### config.mk
export PLATFORM = sky130hd
export DESIGN_NAME = tlpt_ctrl
export DESIGN_NICKNAME = d
export VERILOG_FILES = /design/src/hdl/tlpt_pkg.sv /design/src/hdl/tlpt_ctrl.sv
export SDC_FILE = /design/constraint.sdc
export NUM_CORES = 1
export LEC_CHECK = 0
export ABC_AREA = 1
export BUFFER_PORTS_ARGS = -buffer_cell sky130_fd_sc_hd__buf_2
export CAP_MARGIN = 0
export CORE_AREA = 2 2 39 41
export CTS_CLUSTER_SIZE = 12
export DETAILED_ROUTE_END_ITERATION = 8
export DIE_AREA = 0 0 41 43
export PLACE_DENSITY = 0.33
export SYNTH_ARGS = -nofsm -noshare
export SYNTH_HDL_FRONTEND = slang
export SYNTH_SLANG_ARGS = --single-unit
### constraint.sdc
create_clock -name clk_i -period 1.3 [get_ports clk_i]
set_clock_uncertainty 0.1 [all_clocks]
set_input_delay 0.13 -clock clk_i [delete_from_list [all_inputs] [get_ports clk_i]]
set_output_delay 0.13 -clock clk_i [all_outputs]
set_load 0.02 [all_outputs]
### src/hdl/tlpt_pkg.sv
package tlpt_pkg;

  localparam int TABLE_SLOTS       = 4;
  localparam int ENTRIES_PER_TABLE = 1024;
  localparam int SLOT_W            = (TABLE_SLOTS > 1) ? $clog2(TABLE_SLOTS) : 1;
  localparam int PAGE_W            = $clog2(ENTRIES_PER_TABLE);
  localparam int ENTRY_AW          = SLOT_W + PAGE_W;
  localparam int ENTRY_DEPTH       = TABLE_SLOTS * ENTRIES_PER_TABLE;
  localparam int DIR_LSB           = 22;
  localparam int DIR_W             = 32 - DIR_LSB;
  localparam int OFFSET_W          = 12;
  localparam int LIMIT_W           = 3;
  localparam int APB_AW            = 3;
  localparam int APB_DW            = 32;

  localparam logic [LIMIT_W-1:0] LIMIT_RESET    = LIMIT_W'(4);
  localparam logic [APB_AW-1:0]  ADDR_TABLE_LIM = APB_AW'(0);

  typedef enum logic [1:0] {
    OP_TRANSLATE = 2'd0,
    OP_MAP       = 2'd1,
    OP_UNMAP     = 2'd2,
    OP_NONE      = 2'd3
  } op_e;

  typedef enum logic [1:0] {
    ST_OK          = 2'd0,
    ST_NOT_PRESENT = 2'd1,
    ST_NO_TABLE    = 2'd2
  } status_e;

  typedef struct packed {
    logic [1:0]          operation;
    logic [31:0]         virtual_address;
    logic [31:0]         map_address;
    logic [OFFSET_W-1:0] entry_flags;
  } in_word_t;

  typedef struct packed {
    logic [1:0]          status;
    logic [31:0]         translated_address;
    logic [OFFSET_W-1:0] page_flags;
  } out_word_t;

  typedef struct packed {
    logic clear;
    logic capture;
    logic finish;
  } ctrl_cmd_t;

  typedef struct packed {
    logic clear_last;
    logic out_free;
  } ctrl_sts_t;

endpackage

### src/hdl/tlpt_ctrl.sv
module tlpt_ctrl
  import tlpt_pkg::*;
(
  input  logic      clk_i,
  input  logic      rst_ni,
  input  logic      in_valid_i,
  output logic      in_stall_o,
  input  ctrl_sts_t sts_i,
  output ctrl_cmd_t cmd_o
);

  localparam logic [1:0] S_CLEAR  = 2'd0;
  localparam logic [1:0] S_IDLE   = 2'd1;
  localparam logic [1:0] S_LOOKUP = 2'd2;

  logic [1:0] state_q, state_d;

  always_comb begin
    state_d = state_q;
    cmd_o   = '0;
    unique case (state_q)
      S_CLEAR: begin
        cmd_o.clear = 1'b1;
        if (sts_i.clear_last) begin
          state_d = S_IDLE;
        end
      end
      S_IDLE: begin
        if (in_valid_i) begin
          cmd_o.capture = 1'b1;
          state_d       = S_LOOKUP;
        end
      end
      S_LOOKUP: begin
        if (sts_i.out_free) begin
          cmd_o.finish = 1'b1;
          state_d      = S_IDLE;
        end
      end
      default: begin
        state_d = S_IDLE;
      end
    endcase
  end

  assign in_stall_o = (state_q != S_IDLE);

  always_ff @(posedge clk_i or negedge rst_ni) begin
    if (!rst_ni) begin
      state_q <= S_CLEAR;
    end else begin
      state_q <= state_d;
    end
  end

endmodule

* Word level (Yosys, flattened, before mapping) *
Index checks and enable logic that the tools add are counted.

cells by class
  reduce and logical (&&, ||, !) cells = 2
  div/mod/pow operators = 0
  add/subtract/negate cells = 0
  mux-type cells = 9
  eq/ne operators = 6
  shifts and indexed selects = 0
  $lt $le $gt $ge = 0
  $mul = 0
  bitwise logic cells = 0

operator list
  cell                count
  $mux 2              3
  $ne 2x2->1 const B  3
  $pmux 2 s3          1
  $mux 1              5
  $reduce_and 3->1    1
  $eq 2x1->1 const B  1
  $eq 2x2->1 const B  1
  $logic_not 2->1     1
  $ne 2x1->1 const B  1

storage, ports and cells
  bits of input ports = 5
  memories = 0
  output and inout bits = 4
  memory bits (read-only) = 0
  bits in registers = 2
  word-level logic and storage cells = 18
  bits in writable memories = 0
  latch bits = 0

* Logic depth before layout (Yosys ltp) *
  depth after elaboration = 3
  depth in mapped cells = 4

* Worst setup path before layout *
Ideal clock, no wire load.

  kind = flip-flop to output port
  start = reg state_q[0]
  end = out cmd_o[0] (netlist name)
  path buffers = 0
  arrival = 0.919 ns
  slack = 0.151 ns
  cell stages (with the launch flop) = 2
  cell sequence = dfrtp_1 > nor3_1

RTL lines
  what                    RTL line         RTL
  start, declared         tlpt_ctrl.sv:16  logic [1:0] state_q, state_d;
  start signal, assigned  tlpt_ctrl.sv:52  state_q <= state_d;
  end, declared           tlpt_ctrl.sv:9   output ctrl_cmd_t cmd_o

==> impl_metrics.py <==
metrics = {
    "yosys": {
        "synth_simple_gate_area_share_pct": 39.2,
        "avgSynthCellArea_um2": 7.59,
        "synth_fa_ha_area_share_pct": 0,
        "syn_area_um2": 121,
        "synth_top_family_by_area": "simple AND/OR/NAND/NOR gates",
        "seq_area_frac_synth_pct": 41.2,
        "yosysTopAreaCellShare_pct": 41.2,
        "synth_xor_area_share_pct": 0,
        "syn_inst": 16,
        "synth-compound-area-share_pct": 4.12,
        "ys_warn_count": 0,
        "synth_cell_type_count": 11,
        "synth.area.top_cells": "dfrtp_1 41%, nor2_2 10%, inv_2 9.3%, nor2_4 9.3%, nand2_1 6.2%",
        "syn_nets": 21,
        "synth_top_area_cell": "dfrtp_1",
        "ys_seq_elements": 2,
        "synth_mux_area_share_pct": 0,
    },
    "hold_path": {
        "min-delay-start": "in_valid_i",
        "worstHoldPathType": "primary input to register",
        "hold_path_depth": 3,
        "whs_endpoint": "state_q[1]",
    },
    "setup_path": {
        "end_kind": "output port",
        "cp-startpoint": "state_q[1]",
        "cp_data_required_time_ns": 1.07,
        "worstPathMaxFanout": 3,
        "critPathLaunchType": "register",
        "timing.rr.end": "state_q[0]",
        "ff2ff_path_depth": 4,
        "path_class": "register to output port",
        "r2r_slack_ns": 0.34,
        "cp_data_arrival_time_ns": 1.01,
        "timing.rr.start": "state_q[0]",
    },
    "die": {
        "io_pins": 9,
        "dieArea_um2": 1760,
        "start_util_pct": 8.77,
        "core-area_um2": 1380,
        "die_y_um": 43,
        "fp-row-count": 14,
        "dieWidth_um": 41,
    },
    "sta": {
        "period_share_pct": 95.1,
        "slew-limit-headroom_pct": 88.6,
        "worst_slew_pin_slew_ns": 0.171,
        "fmax_ghz": 0.809,
        "final-max-slew-violation-count": 0,
        "hold_viol": 0,
        "finalSetupViolations": 0,
        "finalSetupTns_ns": 0,
        "grt_setup_unrepaired": "yes",
        "setup_slack_ns": 0.0634,
        "layout_min_cycle_time_ns": 1.24,
    },
    "clocking": {
        "clk_latency_ns": 0.23,
        "htreeDepth": 1,
        "clock-root-buffer": "clkbuf_4",
        "postCtsSetupBuffers": 0,
        "clk_pin_slew_worst_paths_ns": 0.03,
        "cts_buffer_depth": 2,
        "cts_tree": "done",
        "clock-sinks": 2,
        "cts_made_buffers": 3,
    },
    "placement": {
        "pre_cts_ws_ns": 0.272,
        "place_congestion": 0.591,
        "placed_area_um2": 181,
        "hpwlAfterDp_um": 233,
        "io_buffers": 8,
    },
    "layout": {
        "reg_top3": "state_q (2)",
        "post-route-util_pct": 16.3,
        "fin_area_um2": 225,
        "largest_register_ffs": 2,
        "layout-drive-gt1-share_pct": 67.9,
        "n_antenna_cell": 0,
        "top_register": "state_q",
        "nFillCells": 154,
        "area_delta_synth_final_pct": 85.6,
        "nets": 35,
    },
    "detailed_routing": {
        "drc": 0,
        "routed_via_density": 3.00,
        "ant_nets": 0,
        "drt-initial-drc-count": 3,
        "routed_wl_um": 305,
        "vias": 132,
        "wl_per_cell_um": 6.93,
        "drt-pass1-iter-count": 2,
    },
    "global_routing": {
        "gr-max-usage-layer": "met1",
        "grt_overflow": 0,
        "antenna_found_initial": 0,
        "grt_pass1_vias": 142,
        "globalRouteMet3Util_pct": 6.28,
        "grt_max_degree": 5,
        "use_met2_pct": 4.38,
        "grt_use_met1_pct": 7.42,
        "track_usage_pct": 5.53,
        "grt_pass1_wl_um": 558,
    },
    "power": {
        "ir_worst_vdd_mv": 0.812,
        "finalPower_w": 0.000526,
        "p_leak_nw": 0.118,
        "powerDensity_nw_per_um2": 2330,
    },
    "run": {
        "cap_violations": 0,
    },
    "status": {
        "status": "finished clean",
    },
}
==> power breakdown <==
group          total, W  switching [W]  internal [W]
Sequential     0.000126      0.0000345     0.0000912
Clock          0.000141      0.0000388      0.000102
Combinational  0.000259       0.000163     0.0000962
Total          0.000526       0.000236      0.000290
==> cells in the mapped netlist <==
library cell	instances
clkinv_1	1
dfrtp_1	2
inv_1	1
inv_2	3
nand2_1	2
nand2_2	1
nand3_1	1
nor2_2	2
nor2_4	1
nor3_1	1
o21ai_1	1
==> cells by family (layout without fill, tap and decap cells) <==
logic type	Yosys count	count (layout)
buffers and inverters	5	17
AOI/OAI and AO/OA	1	1
DFF	2	2
and+or+nand+nor	8	8
==> routing by layer <==
metal / routed length, µm / share of wire (%) / up-vias
met5: 0 / 0 / -
met4: 0 / 0 / 0
met3: 43 / 14 / 0
li1: - / - / 72
met1: 184 / 60 / 51
met2: 77 / 25 / 9
==> worst max path at each step <==
stage	endpoint	cells after the start
2_1_floorplan	cmd_o[0]	1
3_3_place_gp	cmd_o[1]	4
3_5_place_dp	cmd_o[0]	2
4_1_cts	cmd_o[0]	2
5_1_grt	cmd_o[1]	4
6_report	cmd_o[1]	4
==> area by class of cell <==
cell class	count	area (µm²)	area share (%)
clock buffers	3	22.5	10.0
well taps	16	20.0	8.89
repair buffers	9	56.3	25.0
multi-input cells	9	57.6	25.6
inverters	5	18.8	8.33
flip-flops and latches	2	50.0	22.2
==> stage by stage <==
step / hold WS, ns / cells
after floorplan: -0.266 / 16
after global placement: -0.178 / 40
after detailed placement: -0.180 / 40
after CTS: 0.0747 / 44
after global routing: 0.0964 / 44
final: 0.0828 / 44
==> critical path: stages (launching register included) <==
cell and delay, ns:
dfrtp_1 0.39, inv_2 0.08, nand2_2 0.08, nor2_4 0.11, buf_6 0.12
==> cell usage in the layout, fill, tap and decap left out, drive strengths merged <==
cell | Yosys | layout
clkinv | 1 | 1
o21ai | 1 | 1
inv | 4 | 4
nand2 | 3 | 3
nor2 | 3 | 3
dlygate4sd3 | 0 | 1
dfrtp | 2 | 2
buf | 0 | 8
clkbuf | 0 | 3
nand3 | 1 | 1
nor3 | 1 | 1
==> timing repair <==
| action | CTS | global route |
|---|---|---|
| endpoints found under the setup margin | 0 | 2 |
| gates resized for setup | 0 | 3 |
| hold buffers | 1 | 0 |
| endpoints found under the hold margin | 2 | 0 |
(Power assumes the default switching activity.)
